[src/hdl/fpc_pkg.sv]
`timescale 1ns / 1ps

package fpc_pkg;

    // Default number of fraction bits in the controller's Q values
    localparam int FRAC_BITS_DEF = 16;
    // Fraction bits of the low-pass coefficients
    localparam int COEF_BITS = 20;

    // Working width for signed intermediate sums
    typedef logic signed [71:0] wide_t;
    typedef logic signed [21:0] coef_t;

    // Operations of the shared serial arithmetic unit
    typedef enum logic {
        OP_MUL = 1'b0,
        OP_DIV = 1'b1
    } arith_op_t;

    typedef struct packed {
        logic      start;
        arith_op_t op;
    } arith_req_t;

    typedef struct packed {
        logic busy;
        logic done;
    } arith_sts_t;

    // Register indexes (byte address / 4)
    localparam logic [2:0] REG_MODE  = 3'd0;
    localparam logic [2:0] REG_GAINP = 3'd1;
    localparam logic [2:0] REG_GAINI = 3'd2;
    localparam logic [2:0] REG_GAIND = 3'd3;
    localparam logic [2:0] REG_LIMIT = 3'd4;
    localparam logic [2:0] REG_FADE  = 3'd5;

    // Time step limits in microseconds
    localparam logic [15:0] DT_MIN = 16'd1000;
    localparam logic [15:0] DT_MAX = 16'd50000;
    localparam logic [19:0] USEC_PER_SEC = 20'd1000000;
    localparam logic [18:0] HALF_SEC_US  = 19'd500000;

    localparam wide_t S32_MAX = 72'sd2147483647;
    localparam wide_t S32_MIN = -72'sd2147483648;

    // Biquad coefficients: b0, b1, a1, a2 (Q20); fast is 30 Hz, slow is 10 Hz
    function automatic coef_t lp_coef(logic slow, logic [1:0] k);
        coef_t c;
        c = '0;
        case ({slow, k})
            3'b000:  c = 22'sd410345;
            3'b001:  c = 22'sd820690;
            3'b010:  c = 22'sd387478;
            3'b011:  c = 22'sd205328;
            3'b100:  c = 22'sd70732;
            3'b101:  c = 22'sd141464;
            3'b110:  c = -22'sd1198502;
            default: c = 22'sd432854;
        endcase
        return c;
    endfunction

    // Round to nearest (ties up) while shifting right, modulo 2^64
    function automatic logic [63:0] urnd(logic [63:0] v, int unsigned s);
        return (v + ((64'd1 << s) >> 1)) >> s;
    endfunction

    // Signed rounding shift, ties away from zero
    function automatic wide_t srnd(wide_t v, int unsigned s);
        logic [71:0] m;
        m = v[71] ? 72'(-v) : 72'(v);
        m = (m + ((72'd1 << s) >> 1)) >> s;
        return v[71] ? -$signed(m) : $signed(m);
    endfunction

    function automatic logic [63:0] mag64(wide_t v);
        logic [71:0] m;
        m = v[71] ? 72'(-v) : 72'(v);
        return m[63:0];
    endfunction

    function automatic wide_t sapply(logic [63:0] m, logic neg);
        wide_t w;
        w = $signed({8'd0, m});
        return neg ? -w : w;
    endfunction

    function automatic logic signed [31:0] sat32(wide_t v);
        logic signed [31:0] r;
        if (v > S32_MAX) begin
            r = 32'sh7fffffff;
        end else if (v < S32_MIN) begin
            r = 32'sh80000000;
        end else begin
            r = v[31:0];
        end
        return r;
    endfunction

    function automatic wide_t clampw(wide_t v, wide_t lo, wide_t hi);
        wide_t r;
        if (v < lo) begin
            r = lo;
        end else if (v > hi) begin
            r = hi;
        end else begin
            r = v;
        end
        return r;
    endfunction

endpackage

[src/hdl/fpc_serial_arith.sv]
`timescale 1ns / 1ps

// Shared bit-serial unit: shift-add multiply (one multiplier bit a cycle,
// stops when the remaining multiplier bits are zero) and restoring divide
// (one quotient bit a cycle).
module fpc_serial_arith (
    input  logic                  clk,
    input  logic                  rst_n,
    input  fpc_pkg::arith_req_t   req,
    input  logic [63:0]           a,
    input  logic [63:0]           b,
    output fpc_pkg::arith_sts_t   sts,
    output logic [63:0]           res
);

    localparam int QBITS = 64;
    localparam int CW = $clog2(QBITS + 1);

    logic                busy_reg;
    logic                done_reg;
    fpc_pkg::arith_op_t  op_reg;
    logic [CW-1:0]       cnt_reg;
    logic [63:0]         acc_reg;
    logic [63:0]         a_sh_reg;
    logic [63:0]         b_sh_reg;

    logic                mul_end;
    logic                div_end;
    logic [32:0]         trial;
    logic [32:0]         diff;
    logic                ge;

    assign mul_end = (op_reg == fpc_pkg::OP_MUL) && (b_sh_reg == 64'd0);
    assign div_end = (op_reg == fpc_pkg::OP_DIV) && (cnt_reg == CW'(QBITS));

    // One divide step: shift in the next dividend bit, trial subtract
    assign trial = {acc_reg[31:0], a_sh_reg[63]};
    assign diff  = trial - {1'b0, b_sh_reg[31:0]};
    assign ge    = (trial >= {1'b0, b_sh_reg[31:0]});

    // Control
    always_ff @(posedge clk or negedge rst_n)
    begin
        if (!rst_n)
        begin
            busy_reg <= 1'b0;
            done_reg <= 1'b0;
            cnt_reg  <= '0;
            op_reg   <= fpc_pkg::OP_MUL;
        end
        else
        begin
            done_reg <= 1'b0;
            if (req.start)
            begin
                busy_reg <= 1'b1;
                op_reg   <= req.op;
                cnt_reg  <= '0;
            end
            else if (busy_reg)
            begin
                if (mul_end || div_end)
                begin
                    busy_reg <= 1'b0;
                    done_reg <= 1'b1;
                end
                else
                begin
                    cnt_reg <= cnt_reg + CW'(1);
                end
            end
        end
    end

    // Datapath
    always_ff @(posedge clk)
    begin
        if (req.start)
        begin
            acc_reg  <= '0;
            a_sh_reg <= a;
            b_sh_reg <= b;
        end
        else if (busy_reg && !mul_end && !div_end)
        begin
            if (op_reg == fpc_pkg::OP_MUL)
            begin
                if (b_sh_reg[0])
                begin
                    acc_reg <= acc_reg + a_sh_reg;
                end
                a_sh_reg <= a_sh_reg << 1;
                b_sh_reg <= b_sh_reg >> 1;
            end
            else
            begin
                acc_reg  <= {32'd0, ge ? diff[31:0] : trial[31:0]};
                a_sh_reg <= {a_sh_reg[62:0], ge};
            end
        end
    end

    assign sts.busy = busy_reg;
    assign sts.done = done_reg;
    assign res      = (op_reg == fpc_pkg::OP_DIV) ? a_sh_reg : acc_reg;

    a_start_idle: assert property (@(posedge clk) disable iff (!rst_n)
        req.start |-> !busy_reg)
        else $error("arith started while busy");

    a_done_after_busy: assert property (@(posedge clk) disable iff (!rst_n)
        done_reg |-> (!busy_reg && $past(busy_reg)))
        else $error("arith done without a running operation");

    a_div_count: assert property (@(posedge clk) disable iff (!rst_n)
        (busy_reg && op_reg == fpc_pkg::OP_DIV) |-> (cnt_reg <= CW'(QBITS)))
        else $error("divide step count overrun");

endmodule

[config.mk]
export PLATFORM = sky130hd
export DESIGN_NAME = fpc_serial_arith
export DESIGN_NICKNAME = d
export VERILOG_FILES = /design/src/hdl/fpc_pkg.sv /design/src/hdl/fpc_serial_arith.sv
export SDC_FILE = /design/constraint.sdc
export NUM_CORES = 1
export LEC_CHECK = 0
export BUFFER_PORTS_ARGS = -buffer_cell sky130_fd_sc_hd__buf_4
export CAP_MARGIN = 20
export CORE_MARGIN = 2
export CORE_UTILIZATION = 50
export CTS_BUF_LIST = sky130_fd_sc_hd__clkbuf_4 sky130_fd_sc_hd__clkbuf_8
export CTS_CLUSTER_DIAMETER = 60
export CTS_CLUSTER_SIZE = 24
export DETAILED_ROUTE_END_ITERATION = 8
export PLACE_DENSITY_LB_ADDON = 0.05
export SLEW_MARGIN = 20
export SYNTH_ARGS = -nofsm -noshare
export SYNTH_HDL_FRONTEND = slang
export SYNTH_SLANG_ARGS = --single-unit
[constraint.sdc]
create_clock -name clk -period 4.03 [get_ports clk]
set_input_delay 0.403 -clock clk [delete_from_list [all_inputs] [get_ports clk]]
set_output_delay 0.403 -clock clk [all_outputs]
set_load 0.01 [all_outputs]
Yosys cells after proc, flatten, opt, wreduce, memory -nomap -nowiden
Index checks and enable logic that the tools add are counted.

Equality and inequality tests: 3. Bitwise operators: 1. Reductions and logical operators: 14. Multiplexer cells: 19. Order comparisons: 1. Add/subtract/negate cells: 3.

Operators by type and width (number): two-way mux 64 bit (8); adder 64 bit (1); zero test 64 bit (1); >= comparator 33 x 32 -> 1 bit (1); two-way mux 32 bit (1); subtractor 32 bit (1); two-way mux 7 bit (3); adder 7 x 1 -> 7 bit (second input constant) (1); equality test 7 bit (second input constant) (1); two-way mux 1 bit (7); AND reduction 2 bit (3); nonzero test 2 bit (3); logical AND 1 bit (4); inequality test 2 bit (second input constant) (2); zero test 1 bit (2); logical OR 1 bit (1); inverter 1 bit (1).

Output and inout port bits: 66. Register bits: 202. Word-level logic and storage cells: 48.

Longest topological paths before layout
Depth after elaboration: 7. Mapped depth: 15. Gate-level depth less buffers: 14.

Least setup slack after synthesis
OpenSTA, ideal clock, no wires.

Kind: register -> register. From: reg op_reg. To: reg b_sh_reg[0], enable pin. Cell stages (with the launch flop): 9. Slack: 0.779 ns. Path buffers: 2. Arrival time: 2.830 ns. Cells stage by stage: dfrtp_1 clkbuf_1 nor4_1 nand4_1 nor4_1 a21oi_1 and2_0 clkbuf_1 a21o_1.

Word-level cells in the longest chain between the ends: 7. Elaborated cells between the ends (all ways): 10. Classes of those cells: eq/ne (1); bitwise (1); reduce/logical (8).

RTL lines: from (decl) (line fpc_serial_arith.sv:21) `fpc_pkg::arith_op_t op_reg;`; from (signal assigned) (line fpc_serial_arith.sv:49) `op_reg <= fpc_pkg::OP_MUL;`; from (signal assigned) (line fpc_serial_arith.sv:57) `op_reg <= req.op;`; inverter 1 bit; logical AND 1 bit (line fpc_serial_arith.sv:33) `assign mul_end = (op_reg == fpc_pkg::OP_MUL) && (b_sh_reg == 64'd0);`; zero test 1 bit (line fpc_serial_arith.sv:84) `else if (busy_reg && !mul_end && !div_end)`; logical AND 1 bit (2 in series) (line fpc_serial_arith.sv:84); nonzero test 2 bit (no source line); AND reduction 2 bit (no source line) *; to (signal assigned) (line fpc_serial_arith.sv:93) `b_sh_reg <= b_sh_reg >> 1;`; to (decl) (line fpc_serial_arith.sv:25) `logic [63:0] b_sh_reg;`.

Every way passes the cells marked *; elsewhere a longest branch is shown, timed or not. A chain may end at the register's enable or synchronous reset.

Worst setup path after layout
From: reg b_sh_reg[0]. To: reg acc_reg[30].

Word-level cells in the longest chain between the ends: 6. Elaborated cells between the ends (all ways): 11. Classes of those cells: add/sub (1); order compare (1); mux (2); reduce/logical (7).

RTL lines: parallel branches: the longest is 6 deep, another holds subtractor 32 bit; to (signal assigned) (line fpc_serial_arith.sv:90) `acc_reg <= acc_reg + a_sh_reg;`; to (signal assigned) (line fpc_serial_arith.sv:97) `acc_reg <= {32'd0, ge ? diff[31:0] : trial[31:0]};`; to (decl) (line fpc_serial_arith.sv:23) `logic [63:0] acc_reg;`.

Several ways; the timed one is not identified.

==> summary.txt <==
fin crit share -> 90.7%
CP Class -> reg2reg
reg-to-reg startpoint -> b_sh_reg[0]
Critical Path Start Type -> register
initial antenna violation count -> 0
Synth Cell Area -> 14,600 µm²
H-tree levels -> 1
Die W -> 175 µm
Peak Freq -> 274 MHz
diode count -> 0
Static Leak -> 7.41 nW
Via density -> 5.91
Max Root-Sink Buffers -> 3
share of cells above drive strength 1 -> 25.8%
DR iter-0 viols -> 1,151
total number of vias -> 12,522
CTS sink count -> 202
die height -> 175 µm
# DRC -> 0
post-route ant nets -> 0
row count -> 62
Worst IR Drop VDD -> 0.285 mV
Hold Crit Depth -> 3
HPWL Detailed -> 31,400 µm
maximum fanout along the worst path -> 4
first-pass iteration count of the detailed router -> 5
sequential share of the synthesized area -> 36.7%
die area -> 30,600 µm²
Synth Register Bits -> 202
CTS buffer count -> 25
critical path required time -> 4.51 ns
Root Buffer -> clkbuf_8
Slew HR -> 29.1%
Synth Area in Simple Gates -> 12.4%
largest cells by area after synthesis -> edfxtp_1 26%, mux2_2 12%, dfxtp_1 8.8%
Layout area overhead -> 16.7%
number of synthesized flops with an enable pin -> 128
Gate Count Post-Synth -> 1,552
syn nets -> 1,783
largest net degree at the start of global routing -> 76
Synth area leader -> edfxtp_1
ys flop type -> edfxtp_1
Synth top area share -> 26.3%
# setup viols final -> 0
routed len/inst -> 19.4 µm
final non-filler cell total -> 2,120
count of pins over their slew limit -> 0
initial core utilization -> 50.8%
gpl congestion -> 0.942
Worst-path clk slew -> 0.09 ns
Tot GR Track Use -> 26.3%
min cycle time layout -> 3.65 ns
power density cells -> 588 nW/µm²
Final Power -> 0.0100 W
Synth Area in XOR/XNOR -> 5.63%
pre-CTS WS -> 0.258 ns
WL final -> 41,000 µm
Synth Area in Compound Gates -> 20.2%
Critical R2R Capture -> acc_reg[30]
worst hold-check path type -> in2reg
Yosys warnings -> 0
Worst Hold Endpoint -> op_reg
Ports -> 198
IO buf count -> 197
Hold Violations, Final -> 0
post-route cell area -> 17,100 µm²
worst hold start -> req[0]
setup ws final -> 0.375 ns
asr flop ratio synth -> 4.95%
Final nets -> 1,948
clock insertion delay at the later pin of the skew report -> 0.57 ns
main combinational cell family by area after synthesis -> compound AO/OA/AOI/OAI gates
Synth Area in Adders -> 8.57%
vias in the first global route -> 12,200
Setup Skew -> 0.0208 ns
crit path capture type -> register
post-placement cell area -> 16,500 µm²
WP data arrival -> 4.13 ns
crit path launch -> b_sh_reg[0]
first-pass GRT wire length -> 65,500 µm
status -> finished clean
TNS Setup -> 0 ns
CORE AREA -> 28,800 µm²
RSZ-0062 raised after global routing -> no
DP Cell Count -> 2,073
Worst R2R Setup Slack -> 0.38 ns
Max Cap Viol -> 0
Setup Buffers After CTS -> 0
multiplexer share of the synthesized area -> 12.7%
Congestion Overflow GR -> 0
CTS tree -> done
syn avg cell area -> 9.43 µm²
Yosys cell types -> 75
r2r worst-path depth -> 13
worst-margin pin slew -> 1.06 ns
per-stage QoR:
stage / utilization [%] / hold WS, ns
final: 59.3 / 0.103
after global routing: 59.3 / 0.0865
after CTS: 59.3 / 0.0754
after detailed placement: 57.2 / 0.241
after global placement: 57.2 / 0.241
after floorplan: - / 0.107
timing repair:
| item | in CTS | in global routing |
|---|---|---|
| hold endpoints to repair | 10 | 0 |
| endpoints found under the setup margin | 0 | 4 |
| gates resized for setup | 0 | 1 |
| hold buffers | 1 | 0 |
synthesized netlist by cell type (all sizes together) (31+ instances only):
master / count
nand4: 31
a21oi: 133
dfxtp: 64
xor2: 47
ha: 97
inv: 57
o21ai: 131
a21o: 59
nor2: 80
clkbuf: 60
edfxtp: 128
xnor2: 47
nand2: 138
mux2: 160
where the power goes:
group / switching (W) / internal [W] / total (W)
clock network: 0.000878 / 0.000870 / 0.00175
logic: 0.00299 / 0.00232 / 0.00531
registers: 0.000385 / 0.00259 / 0.00297
total: 0.00425 / 0.00578 / 0.0100
area by class of cell:
cell class | count | area (µm²)
clock buffers | 29 | 387
clock inverters | 17 | 203
fillers | 2589 | 11700
inverters | 57 | 214
multi-input cells | 1208 | 8720
flip-flops and latches | 202 | 5380
well taps | 384 | 480
repair buffers | 223 | 1690
cell usage in the layout, fill, tap and decap left out, drive strengths merged, types with 10 or more instances in the layout:
cell,netlist,layout
inv,57,62
nor4,20,20
a31oi,17,17
dfxtp,64,64
nand3,16,16
mux2,160,160
nand2,138,138
nor3,13,13
edfxtp,128,128
nand2b,11,11
ha,97,97
a21o,59,59
dfrtp,10,10
o22ai,24,24
a22oi,27,27
nor2b,17,17
o21ai,131,131
nor2,80,80
o21a,12,12
buf,25,222
xnor2,47,47
and3,16,16
a21oi,133,133
clkbuf,60,29
xor2,47,47
nand4,31,31
o21bai,16,16
how the worst max path moves through the flow:
stage	endpoint	cells after the start	slack, ns
final	acc_reg[30]	13	0.38
after global routing	acc_reg[58]	13	0.12
after CTS	acc_reg[50]	13	0.23
after detailed placement	acc_reg[50]	13	0.26
after global placement	acc_reg[50]	13	0.36
after floorplan	b_sh_reg[0]	8	0.78
per-layer routing:
layer | GRT usage (%) | vias to the layer above | routed length (µm)
met3 | 3.31 | 58 | 2330
met1 | 39.0 | 5970 | 20000
met5 | 0 | - | 0
li1 | - | 6117 | -
met2 | 41.0 | 377 | 17900
met4 | 5.83 | 0 | 789
worst max-delay path, stage by stage, from the launching register on:
cell and delay (ns):
edfxtp_1 0.53, ha_1 0.27, fa_1 0.38, and2b_1 0.22, o21a_1 0.12, o21ai_1 0.08
a21oi_1 0.19, o22ai_1 0.20, o31ai_2 0.44, a31oi_1 0.20, o31ai_1 0.32, xnor2_1 0.11
o211a_1 0.23, a2111oi_2 0.27
cell families (layout without fill, tap and decap cells):
group / count (synthesis) / in the layout
AO/OA/AOI/OAI: 476 / 476
flip-flops: 202 / 202
multiplexers: 165 / 165
buffers and inverters: 142 / 326
AND/OR/NAND/NOR: 374 / 374
XOR/XNOR: 94 / 94
adder cells (fa/ha/maj): 99 / 99
Power figures use the tool's default switching activity.
